--- src/rtl/core/rlfe_pkg.sv ---
package rlfe_pkg;

    localparam int CH      = 3;
    localparam int LEVEL_W = 8;
    localparam int RATE_W  = 16;
    localparam int TIME_W  = 24;
    localparam int NUM_W   = LEVEL_W + TIME_W;
    localparam int CH_W    = (CH > 1) ? $clog2(CH) : 1;
    localparam int CNT_W   = $clog2(LEVEL_W);
    localparam int CFG_W   = 2;
    localparam int CMD_W   = 2;

    typedef enum logic [CMD_W-1:0] {
        CMD_SET    = 2'd0,
        CMD_TICK   = 2'd1,
        CMD_TOGGLE = 2'd2,
        CMD_NONE   = 2'd3
    } cmd_e_t;

    typedef enum logic [CFG_W-1:0] {
        REG_ON_RED   = 2'd0,
        REG_ON_GREEN = 2'd1,
        REG_ON_BLUE  = 2'd2
    } reg_idx_t;

    typedef struct packed {
        logic [CMD_W-1:0]   command;
        logic [LEVEL_W-1:0] red_level;
        logic [LEVEL_W-1:0] green_level;
        logic [LEVEL_W-1:0] blue_level;
        logic [RATE_W-1:0]  fade_rate;
    } in_t;

    typedef struct packed {
        logic [LEVEL_W-1:0] duty_red;
        logic [LEVEL_W-1:0] duty_green;
        logic [LEVEL_W-1:0] duty_blue;
        logic [LEVEL_W-1:0] target_red;
        logic [LEVEL_W-1:0] target_green;
        logic [LEVEL_W-1:0] target_blue;
        logic               fading;
    } out_t;

    typedef struct packed {
        logic latch;
        logic toggle;
        logic begin_fade;
        logic tick_dec;
        logic finish;
        logic mul1;
        logic mul2;
        logic div_step;
        logic ch_inc;
        logic load_out;
    } dp_cmd_t;

    typedef struct packed {
        logic rem_zero;
        logic rem_one;
        logic div_last;
        logic ch_last;
    } dp_sts_t;

endpackage

--- src/rtl/core/rgb_linear_fade_engine_top.sv ---
// Channel | Direction | Signals                            | Transfer when
// input   | in        | in_valid, in_stall, in_data        | in_valid & !in_stall
// output  | out       | out_valid, out_stall, out_data     | out_valid & !out_stall
// config  | in        | cfg_we, cfg_index, cfg_data        | cfg_we
//
// Set or toggle: latch, then one 8x16 multiply for the fade length.
// Tick in a fade: the decrement, then two multiplies and the shared 8-step
// restoring divider, run once per channel. Reset clears control and fade state.
// Idle tick or unused command: to done; last tick of a fade: decrement, finish.
// The done state moves the result to the output register once it is free; the
// next item is taken while that result waits under out_stall.
module rgb_linear_fade_engine_top
    import rlfe_pkg::*;
(
    input  logic               clk,
    input  logic               rst_n,
    input  logic               in_valid,
    output logic               in_stall,
    input  in_t                in_data,
    output logic               out_valid,
    input  logic               out_stall,
    output out_t               out_data,
    input  logic               cfg_we,
    input  logic [CFG_W-1:0]   cfg_index,
    input  logic [LEVEL_W-1:0] cfg_data
);

    dp_cmd_t cmd;
    dp_sts_t sts;

    rlfe_ctrl u_ctrl (
        .clk       (clk),
        .rst_n     (rst_n),
        .in_valid  (in_valid),
        .in_stall  (in_stall),
        .command   (in_data.command),
        .out_valid (out_valid),
        .out_stall (out_stall),
        .sts       (sts),
        .cmd       (cmd)
    );

    rlfe_dp u_dp (
        .clk       (clk),
        .rst_n     (rst_n),
        .in_data   (in_data),
        .cfg_we    (cfg_we),
        .cfg_index (cfg_index),
        .cfg_data  (cfg_data),
        .cmd       (cmd),
        .sts       (sts),
        .out_data  (out_data)
    );

endmodule

--- src/rtl/core/rlfe_dp.sv ---
module rlfe_dp
    import rlfe_pkg::*;
(
    input  logic               clk,
    input  logic               rst_n,
    input  in_t                in_data,
    input  logic               cfg_we,
    input  logic [CFG_W-1:0]   cfg_index,
    input  logic [LEVEL_W-1:0] cfg_data,
    input  dp_cmd_t            cmd,
    output dp_sts_t            sts,
    output out_t               out_data
);

    logic [LEVEL_W-1:0] on_reg     [CH];
    logic [LEVEL_W-1:0] duty_reg   [CH];
    logic [LEVEL_W-1:0] start_reg  [CH];
    logic [LEVEL_W-1:0] target_reg [CH];
    logic [TIME_W-1:0]  rem_reg;
    logic [TIME_W-1:0]  total_reg;
    logic [LEVEL_W-1:0] maxd_reg;
    logic [LEVEL_W-1:0] maxd_next;
    logic [RATE_W-1:0]  rate_reg;
    logic [CH_W-1:0]    ch_reg;
    logic [NUM_W-1:0]   prod_reg;
    logic [TIME_W-1:0]  r_reg;
    logic [LEVEL_W-1:0] low_reg;
    logic [LEVEL_W-1:0] q_reg;
    logic [CNT_W-1:0]   cnt_reg;
    out_t               out_reg;

    logic [LEVEL_W-1:0] lvl       [CH];
    logic [LEVEL_W-1:0] in_lvl    [CH];
    logic [LEVEL_W-1:0] lvl_gap   [CH];
    logic               any_on;
    logic [TIME_W-1:0]  total_calc;
    logic [TIME_W-1:0]  elapsed;
    logic [NUM_W-1:0]   num;
    logic [TIME_W:0]    rr;
    logic [TIME_W:0]    rr_sub;
    logic               ge;
    logic [LEVEL_W-1:0] q_new;

    assign in_lvl[0] = in_data.red_level;
    assign in_lvl[1] = in_data.green_level;
    assign in_lvl[2] = in_data.blue_level;

    always_comb
    begin
        any_on    = 1'b0;
        maxd_next = '0;
        for (int i = 0; i < CH; i++)
        begin
            any_on = any_on | (target_reg[i] != '0);
        end
        for (int i = 0; i < CH; i++)
        begin
            if (cmd.toggle)
            begin
                lvl[i] = any_on ? '0 : on_reg[i];
            end
            else
            begin
                lvl[i] = in_lvl[i];
            end
            lvl_gap[i] = (lvl[i] > duty_reg[i]) ? (lvl[i] - duty_reg[i])
                                                 : (duty_reg[i] - lvl[i]);
            if (lvl_gap[i] > maxd_next)
            begin
                maxd_next = lvl_gap[i];
            end
        end
    end

    assign total_calc = TIME_W'(maxd_reg) * TIME_W'(rate_reg);
    assign elapsed    = total_reg - rem_reg;
    assign num        = prod_reg + NUM_W'(start_reg[ch_reg]) * NUM_W'(rem_reg);
    assign rr         = {r_reg, low_reg[LEVEL_W-1]};
    assign rr_sub     = rr - {1'b0, total_reg};
    assign ge         = (rr >= {1'b0, total_reg});
    assign q_new      = {q_reg[LEVEL_W-2:0], ge};

    assign sts.rem_zero = (rem_reg == '0);
    assign sts.rem_one  = (rem_reg == TIME_W'(1));
    assign sts.div_last = (cnt_reg == CNT_W'(LEVEL_W - 1));
    assign sts.ch_last  = (ch_reg == CH_W'(CH - 1));

    always_ff @(posedge clk or negedge rst_n)
    begin
        if (!rst_n)
        begin
            for (int i = 0; i < CH; i++)
            begin
                on_reg[i]     <= '1;
                duty_reg[i]   <= '0;
                start_reg[i]  <= '0;
                target_reg[i] <= '0;
            end
            rem_reg   <= '0;
            total_reg <= '0;
            ch_reg    <= '0;
            cnt_reg   <= '0;
        end
        else
        begin
            if (cfg_we)
            begin
                unique case (cfg_index)
                    REG_ON_RED:   on_reg[0] <= cfg_data;
                    REG_ON_GREEN: on_reg[1] <= cfg_data;
                    REG_ON_BLUE:  on_reg[2] <= cfg_data;
                    default:      ;
                endcase
            end
            if (cmd.latch)
            begin
                for (int i = 0; i < CH; i++)
                begin
                    start_reg[i]  <= duty_reg[i];
                    target_reg[i] <= lvl[i];
                end
            end
            if (cmd.begin_fade)
            begin
                if (rate_reg == '0 || maxd_reg == '0)
                begin
                    for (int i = 0; i < CH; i++)
                    begin
                        duty_reg[i] <= target_reg[i];
                    end
                    rem_reg   <= '0;
                    total_reg <= '0;
                end
                else
                begin
                    rem_reg   <= total_calc;
                    total_reg <= total_calc;
                end
            end
            if (cmd.tick_dec)
            begin
                rem_reg <= rem_reg - TIME_W'(1);
                ch_reg  <= '0;
            end
            if (cmd.finish)
            begin
                for (int i = 0; i < CH; i++)
                begin
                    duty_reg[i] <= target_reg[i];
                end
            end
            if (cmd.mul2)
            begin
                cnt_reg <= '0;
            end
            if (cmd.div_step)
            begin
                cnt_reg <= cnt_reg + CNT_W'(1);
                if (sts.div_last)
                begin
                    duty_reg[ch_reg] <= q_new;
                end
            end
            if (cmd.ch_inc)
            begin
                ch_reg <= ch_reg + CH_W'(1);
            end
        end
    end

    always_ff @(posedge clk)
    begin
        if (cmd.latch)
        begin
            maxd_reg <= maxd_next;
            rate_reg <= in_data.fade_rate;
        end
        if (cmd.mul1)
        begin
            prod_reg <= NUM_W'(target_reg[ch_reg]) * NUM_W'(elapsed);
        end
        if (cmd.mul2)
        begin
            r_reg   <= num[NUM_W-1:LEVEL_W];
            low_reg <= num[LEVEL_W-1:0];
            q_reg   <= '0;
        end
        if (cmd.div_step)
        begin
            r_reg   <= ge ? rr_sub[TIME_W-1:0] : rr[TIME_W-1:0];
            low_reg <= {low_reg[LEVEL_W-2:0], 1'b0};
            q_reg   <= q_new;
        end
        if (cmd.load_out)
        begin
            out_reg.duty_red     <= duty_reg[0];
            out_reg.duty_green   <= duty_reg[1];
            out_reg.duty_blue    <= duty_reg[2];
            out_reg.target_red   <= target_reg[0];
            out_reg.target_green <= target_reg[1];
            out_reg.target_blue  <= target_reg[2];
            out_reg.fading       <= (rem_reg != '0);
        end
    end

    assign out_data = out_reg;

    a_rem_within_total: assert property (@(posedge clk) disable iff (!rst_n)
        (rem_reg <= total_reg))
        else $error("remaining time exceeds fade length");

    a_div_keeps_bound: assert property (@(posedge clk) disable iff (!rst_n)
        cmd.div_step |=> (r_reg < total_reg))
        else $error("divider remainder not below divisor");

    a_channel_in_range: assert property (@(posedge clk) disable iff (!rst_n)
        (ch_reg <= CH_W'(CH - 1)))
        else $error("channel index out of range");

endmodule

--- src/rtl/core/rlfe_ctrl.sv ---
module rlfe_ctrl
    import rlfe_pkg::*;
(
    input  logic             clk,
    input  logic             rst_n,
    input  logic             in_valid,
    output logic             in_stall,
    input  logic [CMD_W-1:0] command,
    output logic             out_valid,
    input  logic             out_stall,
    input  dp_sts_t          sts,
    output dp_cmd_t          cmd
);

    typedef enum logic [6:0] {
        ST_IDLE   = 7'b0000001,
        ST_BEGIN  = 7'b0000010,
        ST_FINISH = 7'b0000100,
        ST_MUL1   = 7'b0001000,
        ST_MUL2   = 7'b0010000,
        ST_DIV    = 7'b0100000,
        ST_DONE   = 7'b1000000
    } state_t;

    state_t state_reg;
    state_t state_next;
    logic   out_valid_reg;
    logic   out_valid_next;
    logic   out_free;

    assign out_free = !out_valid_reg || !out_stall;

    always_comb
    begin
        state_next     = state_reg;
        cmd            = '0;
        out_valid_next = out_valid_reg && out_stall;
        unique case (state_reg)
            ST_IDLE:
            begin
                if (in_valid)
                begin
                    unique case (command)
                        CMD_SET:
                        begin
                            cmd.latch  = 1'b1;
                            state_next = ST_BEGIN;
                        end
                        CMD_TOGGLE:
                        begin
                            cmd.latch  = 1'b1;
                            cmd.toggle = 1'b1;
                            state_next = ST_BEGIN;
                        end
                        CMD_TICK:
                        begin
                            if (sts.rem_zero)
                            begin
                                state_next = ST_DONE;
                            end
                            else
                            begin
                                cmd.tick_dec = 1'b1;
                                state_next   = sts.rem_one ? ST_FINISH : ST_MUL1;
                            end
                        end
                        default:
                        begin
                            state_next = ST_DONE;
                        end
                    endcase
                end
            end
            ST_BEGIN:
            begin
                cmd.begin_fade = 1'b1;
                state_next     = ST_DONE;
            end
            ST_FINISH:
            begin
                cmd.finish = 1'b1;
                state_next = ST_DONE;
            end
            ST_MUL1:
            begin
                cmd.mul1   = 1'b1;
                state_next = ST_MUL2;
            end
            ST_MUL2:
            begin
                cmd.mul2   = 1'b1;
                state_next = ST_DIV;
            end
            ST_DIV:
            begin
                cmd.div_step = 1'b1;
                if (sts.div_last)
                begin
                    if (sts.ch_last)
                    begin
                        state_next = ST_DONE;
                    end
                    else
                    begin
                        cmd.ch_inc = 1'b1;
                        state_next = ST_MUL1;
                    end
                end
            end
            ST_DONE:
            begin
                if (out_free)
                begin
                    cmd.load_out   = 1'b1;
                    out_valid_next = 1'b1;
                    state_next     = ST_IDLE;
                end
            end
            default:
            begin
                state_next = ST_IDLE;
            end
        endcase
    end

    always_ff @(posedge clk or negedge rst_n)
    begin
        if (!rst_n)
        begin
            state_reg     <= ST_IDLE;
            out_valid_reg <= 1'b0;
        end
        else
        begin
            state_reg     <= state_next;
            out_valid_reg <= out_valid_next;
        end
    end

    assign in_stall  = (state_reg != ST_IDLE);
    assign out_valid = out_valid_reg;

    a_no_overwrite: assert property (@(posedge clk) disable iff (!rst_n)
        cmd.load_out |-> (!out_valid_reg || !out_stall))
        else $error("result register loaded while holding an untaken transfer");

    a_next_channel: assert property (@(posedge clk) disable iff (!rst_n)
        (state_reg == ST_DIV && sts.div_last && !sts.ch_last) |=> (state_reg == ST_MUL1))
        else $error("divider did not move on to next channel");

    a_load_once: assert property (@(posedge clk) disable iff (!rst_n)
        cmd.load_out |=> (state_reg == ST_IDLE && out_valid_reg))
        else $error("result load did not return to idle with valid set");

endmodule
--- config.mk ---
export PLATFORM = sky130hd
export DESIGN_NAME = rgb_linear_fade_engine_top
export DESIGN_NICKNAME = d
export VERILOG_FILES = /design/src/rtl/core/rlfe_pkg.sv /design/src/rtl/core/rgb_linear_fade_engine_top.sv /design/src/rtl/core/rlfe_dp.sv /design/src/rtl/core/rlfe_ctrl.sv
export SDC_FILE = /design/constraint.sdc
export NUM_CORES = 2
export LEC_CHECK = 0
export ABC_CLOCK_PERIOD_IN_PS = 10250
export BUFFER_PORTS_ARGS = -buffer_cell sky130_fd_sc_hd__buf_4
export CELL_PAD_IN_SITES_DETAIL_PLACEMENT = 0
export CELL_PAD_IN_SITES_GLOBAL_PLACEMENT = 1
export CORE_UTILIZATION = 30
export CTS_CLUSTER_DIAMETER = 60
export DETAILED_ROUTE_END_ITERATION = 12
export PLACE_DENSITY = 0.65
export SETUP_SLACK_MARGIN = 0.1
export SLEW_MARGIN = 20
export SYNTH_ARGS = -nofsm -noshare
export SYNTH_HDL_FRONTEND = slang
export SYNTH_SLANG_ARGS = --single-unit
export TNS_END_PERCENT = 1
--- constraint.sdc ---
create_clock -name clk -period 10.25 [get_ports clk]
set_input_delay 1.025 -clock clk [delete_from_list [all_inputs] [get_ports clk]]
set_output_delay 1.025 -clock clk [all_outputs]
set_load 0.02 [all_outputs]
==> results.toml <==
[die]
die_w_um = 335
fp.dieH_um = 335
rows = 121
ios = 108
start_util_pct = 30.4
core_area_mm2 = 0.109
die-area_mm2 = 0.112

[worst_setup_path]
rrSetupSlack_ns = 1.74
worstPathArrival_ns = 8.96
crit_cells = 37
r2r_start = "u_ctrl.state_reg[0]$_DFFE_PN1P_"
cp_common_cell = "buf_4"
cp.required_ns = 10.71
path_buf_inv = 5
crit_start = "u_ctrl.state_reg[0]$_DFFE_PN1P_"
worstPathMaxFanout = 25
path_class = "reg -> reg"
end_kind = "register"
reg2regPathDepth = 37
crit_family = "compound AO/OA/AOI/OAI gates"
startpoint_type = "register"
crit_slowest_cell = "dfstp_2"
critPathMaxStageDelay_ns = 0.59

[sta]
hold_viol_final = 0
rsz0062_at_grt = "no"
finalSetupViolCount = 0
fin_skew_ns = 0.0342
slew_viol_final = 0
fmax_mhz = 118
relSlewSlack_pct = 27.0
period_share_pct = 83.0
finalSetupTns_ns = 0
finalWorstSetupSlack_ns = 1.74
finalCriticalPeriod_ns = 8.51
worst_slew_pin_slew_ns = 1.09

[clock_tree]
cts_sinks = 301
clk_path_buf_depth = 3
numCtsBuffers = 44
clock_latency_ns = 0.60
hold_buffers = 0
clk_pin_slew_ns = 0.06
cts-root-buf = "clkbuf_16"
cts_resized = 0
post-cts-setup-buffer-count = 0
cts_tree = "yes"
cts-htree-levels = 2

[logic_synthesis]
yosys_warnings = 0
yosysSeqAreaShare_pct = 24.9
ys_types = 90
syn_inst = 3559
synth-edff-count = 143
syn_nets = 4265
synthArstFlopShare_pct = 52.2
ys_ff_latch = 301
synth_area_mm2 = 0.0332
synth_flop_cell = "edfxtp_1"
syn_avg_cell_area_um2 = 9.33

[detailed_routing]
drtIter0Drc = 1470
first_pass_iters = 5
drt-vias-per-instance = 4.90
drc_errors = 0
detail-route-antenna-nets = 0
vias = 25100
wl_um = 98700
detail_route.wl_per_cell_um = 19.2

[cells_and_area]
fin_nets = 4319
area_delta_synth_final_pct = 12.1
largest_register_ffs = 49
drive_above_1_share_pct = 9.07
layout_common_cells = "inv_1, nand2_1, fa_1"
layout_commonest_cell = "inv_1"

[grt]
first_global_vias = 26100
grt_usage_pct = 17.9
grt_pass1_wl_um = 155000
grt.overflow.total = 0
grt_start_max_net_pins = 103
antenna_found_initial = 3

[hold_path]
hold_path.class = "reg -> reg"
hold_depth = 2
min_from = "u_dp.low_reg[0]$_SDFFE_PP0P_"

[placed_design]
portBuffers = 107
gp_congestion = 0.862
pre_cts_ws_ns = 1.66
hpwlAfterDp_um = 78100

[run_status]
status = "finished, final reports clean"

[flow_run]
maxCapViolCount = 0
[path summary, 6_finish.rpt]
check                                                  end
max in group asynchronous    u_dp.start_reg[0]$_DFFE_PN0P_
max reg2reg                     u_dp.maxd_reg[5]$_DFFE_PP_
max                             u_dp.maxd_reg[5]$_DFFE_PP_
min reg2reg                   u_dp.low_reg[0]$_SDFFE_PP0P_
min in group asynchronous  u_dp.target_reg[15]$_DFFE_PN0P_
min                           u_dp.low_reg[0]$_SDFFE_PP0P_
[Yosys cell counts (6+ instances only)]
cell / instances / area, µm²
nor3_1: 32 / 160
dfrtp_1: 132 / 3300
a21oi_1: 148 / 741
nand2_1: 462 / 1730
a22oi_1: 26 / 195
a21o_1: 58 / 435
a211o_1: 6 / 52.6
clkbuf_1: 125 / 469
dfstp_2: 25 / 657
o21a_1: 24 / 180
mux2i_1: 68 / 681
nand2b_1: 25 / 156
mux2_2: 41 / 462
o211ai_1: 28 / 210
o21bai_1: 11 / 82.6
or3_1: 10 / 62.6
o31a_1: 7 / 61.3
o311ai_0: 14 / 123
and2_1: 153 / 957
a211oi_1: 17 / 128
o21ai_0: 157 / 786
xor2_1: 53 / 464
nor2_1: 226 / 848
buf_2: 8 / 40.0
ha_1: 263 / 3290
xnor2_1: 83 / 727
fa_1: 386 / 7730
nand4_1: 14 / 87.6
inv_1: 514 / 1930
o21ai_1: 8 / 40.0
edfxtp_1: 143 / 4290
nor2b_1: 39 / 244
nor3b_1: 8 / 60.1
or4_1: 10 / 75.1
a31oi_1: 25 / 156
a22o_1: 10 / 87.6
nor4_1: 17 / 106
nand3_1: 51 / 255
o22ai_1: 8 / 50.1
or2_2: 11 / 68.8
nand3b_1: 7 / 52.6
o31ai_1: 9 / 67.6
and3_1: 16 / 100
[routing by layer]
metal | wire length, µm | global-route usage (%) | up-vias
li1 | - | - | 11800
met1 | 41300 | 22.1 | 12600
met2 | 48800 | 31.6 | 547
met3 | 4210 | 2.39 | 147
met4 | 4290 | 7.13 | 0
met5 | 0 | 0 | -
[through the flow]
step | instances | util, % | hold WS [ns] | cell area (µm²)
2_1_floorplan | 3559 | - | 0.432 | 33200
3_3_place_gp | 5043 | 32.7 | 0.442 | 35700
3_5_place_dp | 5043 | 32.7 | 0.459 | 35700
4_1_cts | 5124 | 34.0 | 0.465 | 37200
5_1_grt | 5126 | 34.0 | 0.501 | 37200
6_report | 5126 | 34.0 | 0.461 | 37200
[layout make-up]
type / count / area [µm²]
Multi-Input combinational cell: 2607 / 22600
Fill cell: 11400 / 72100
Inverter: 514 / 1930
Timing Repair Buffer: 145 / 1090
Antenna cell: 2 / 5.00
Sequential cell: 301 / 8270
Tap cell: 1476 / 1850
Clock buffer: 45 / 1100
Clock inverter: 36 / 378
[cells by family (layout without fill, tap and decap cells)]
logic type                 after synthesis  count (layout)  synth area share, %
and+or+nand+nor                       1099            1099                 15.5
buffers and inverters                  651             740                 7.39
adders and majority gates              649             649                 33.2
AOI/OAI and AO/OA                      614             614                 12.0
DFF                                    301             301                 24.9
xor gates and xnor gates               136             136                 3.59
muxes                                  109             109                 3.44
other                                    0               2                    0
[worst min-delay path, cell delays in order, from the launching register on]
cell,delay (ns)
dfxtp_1,0.31
nand2_1,0.05
a21oi_1,0.05
Power is left out: the tool's default activity adds up to more than one toggle a clock period on the data nets, which glitch-free logic cannot reach.
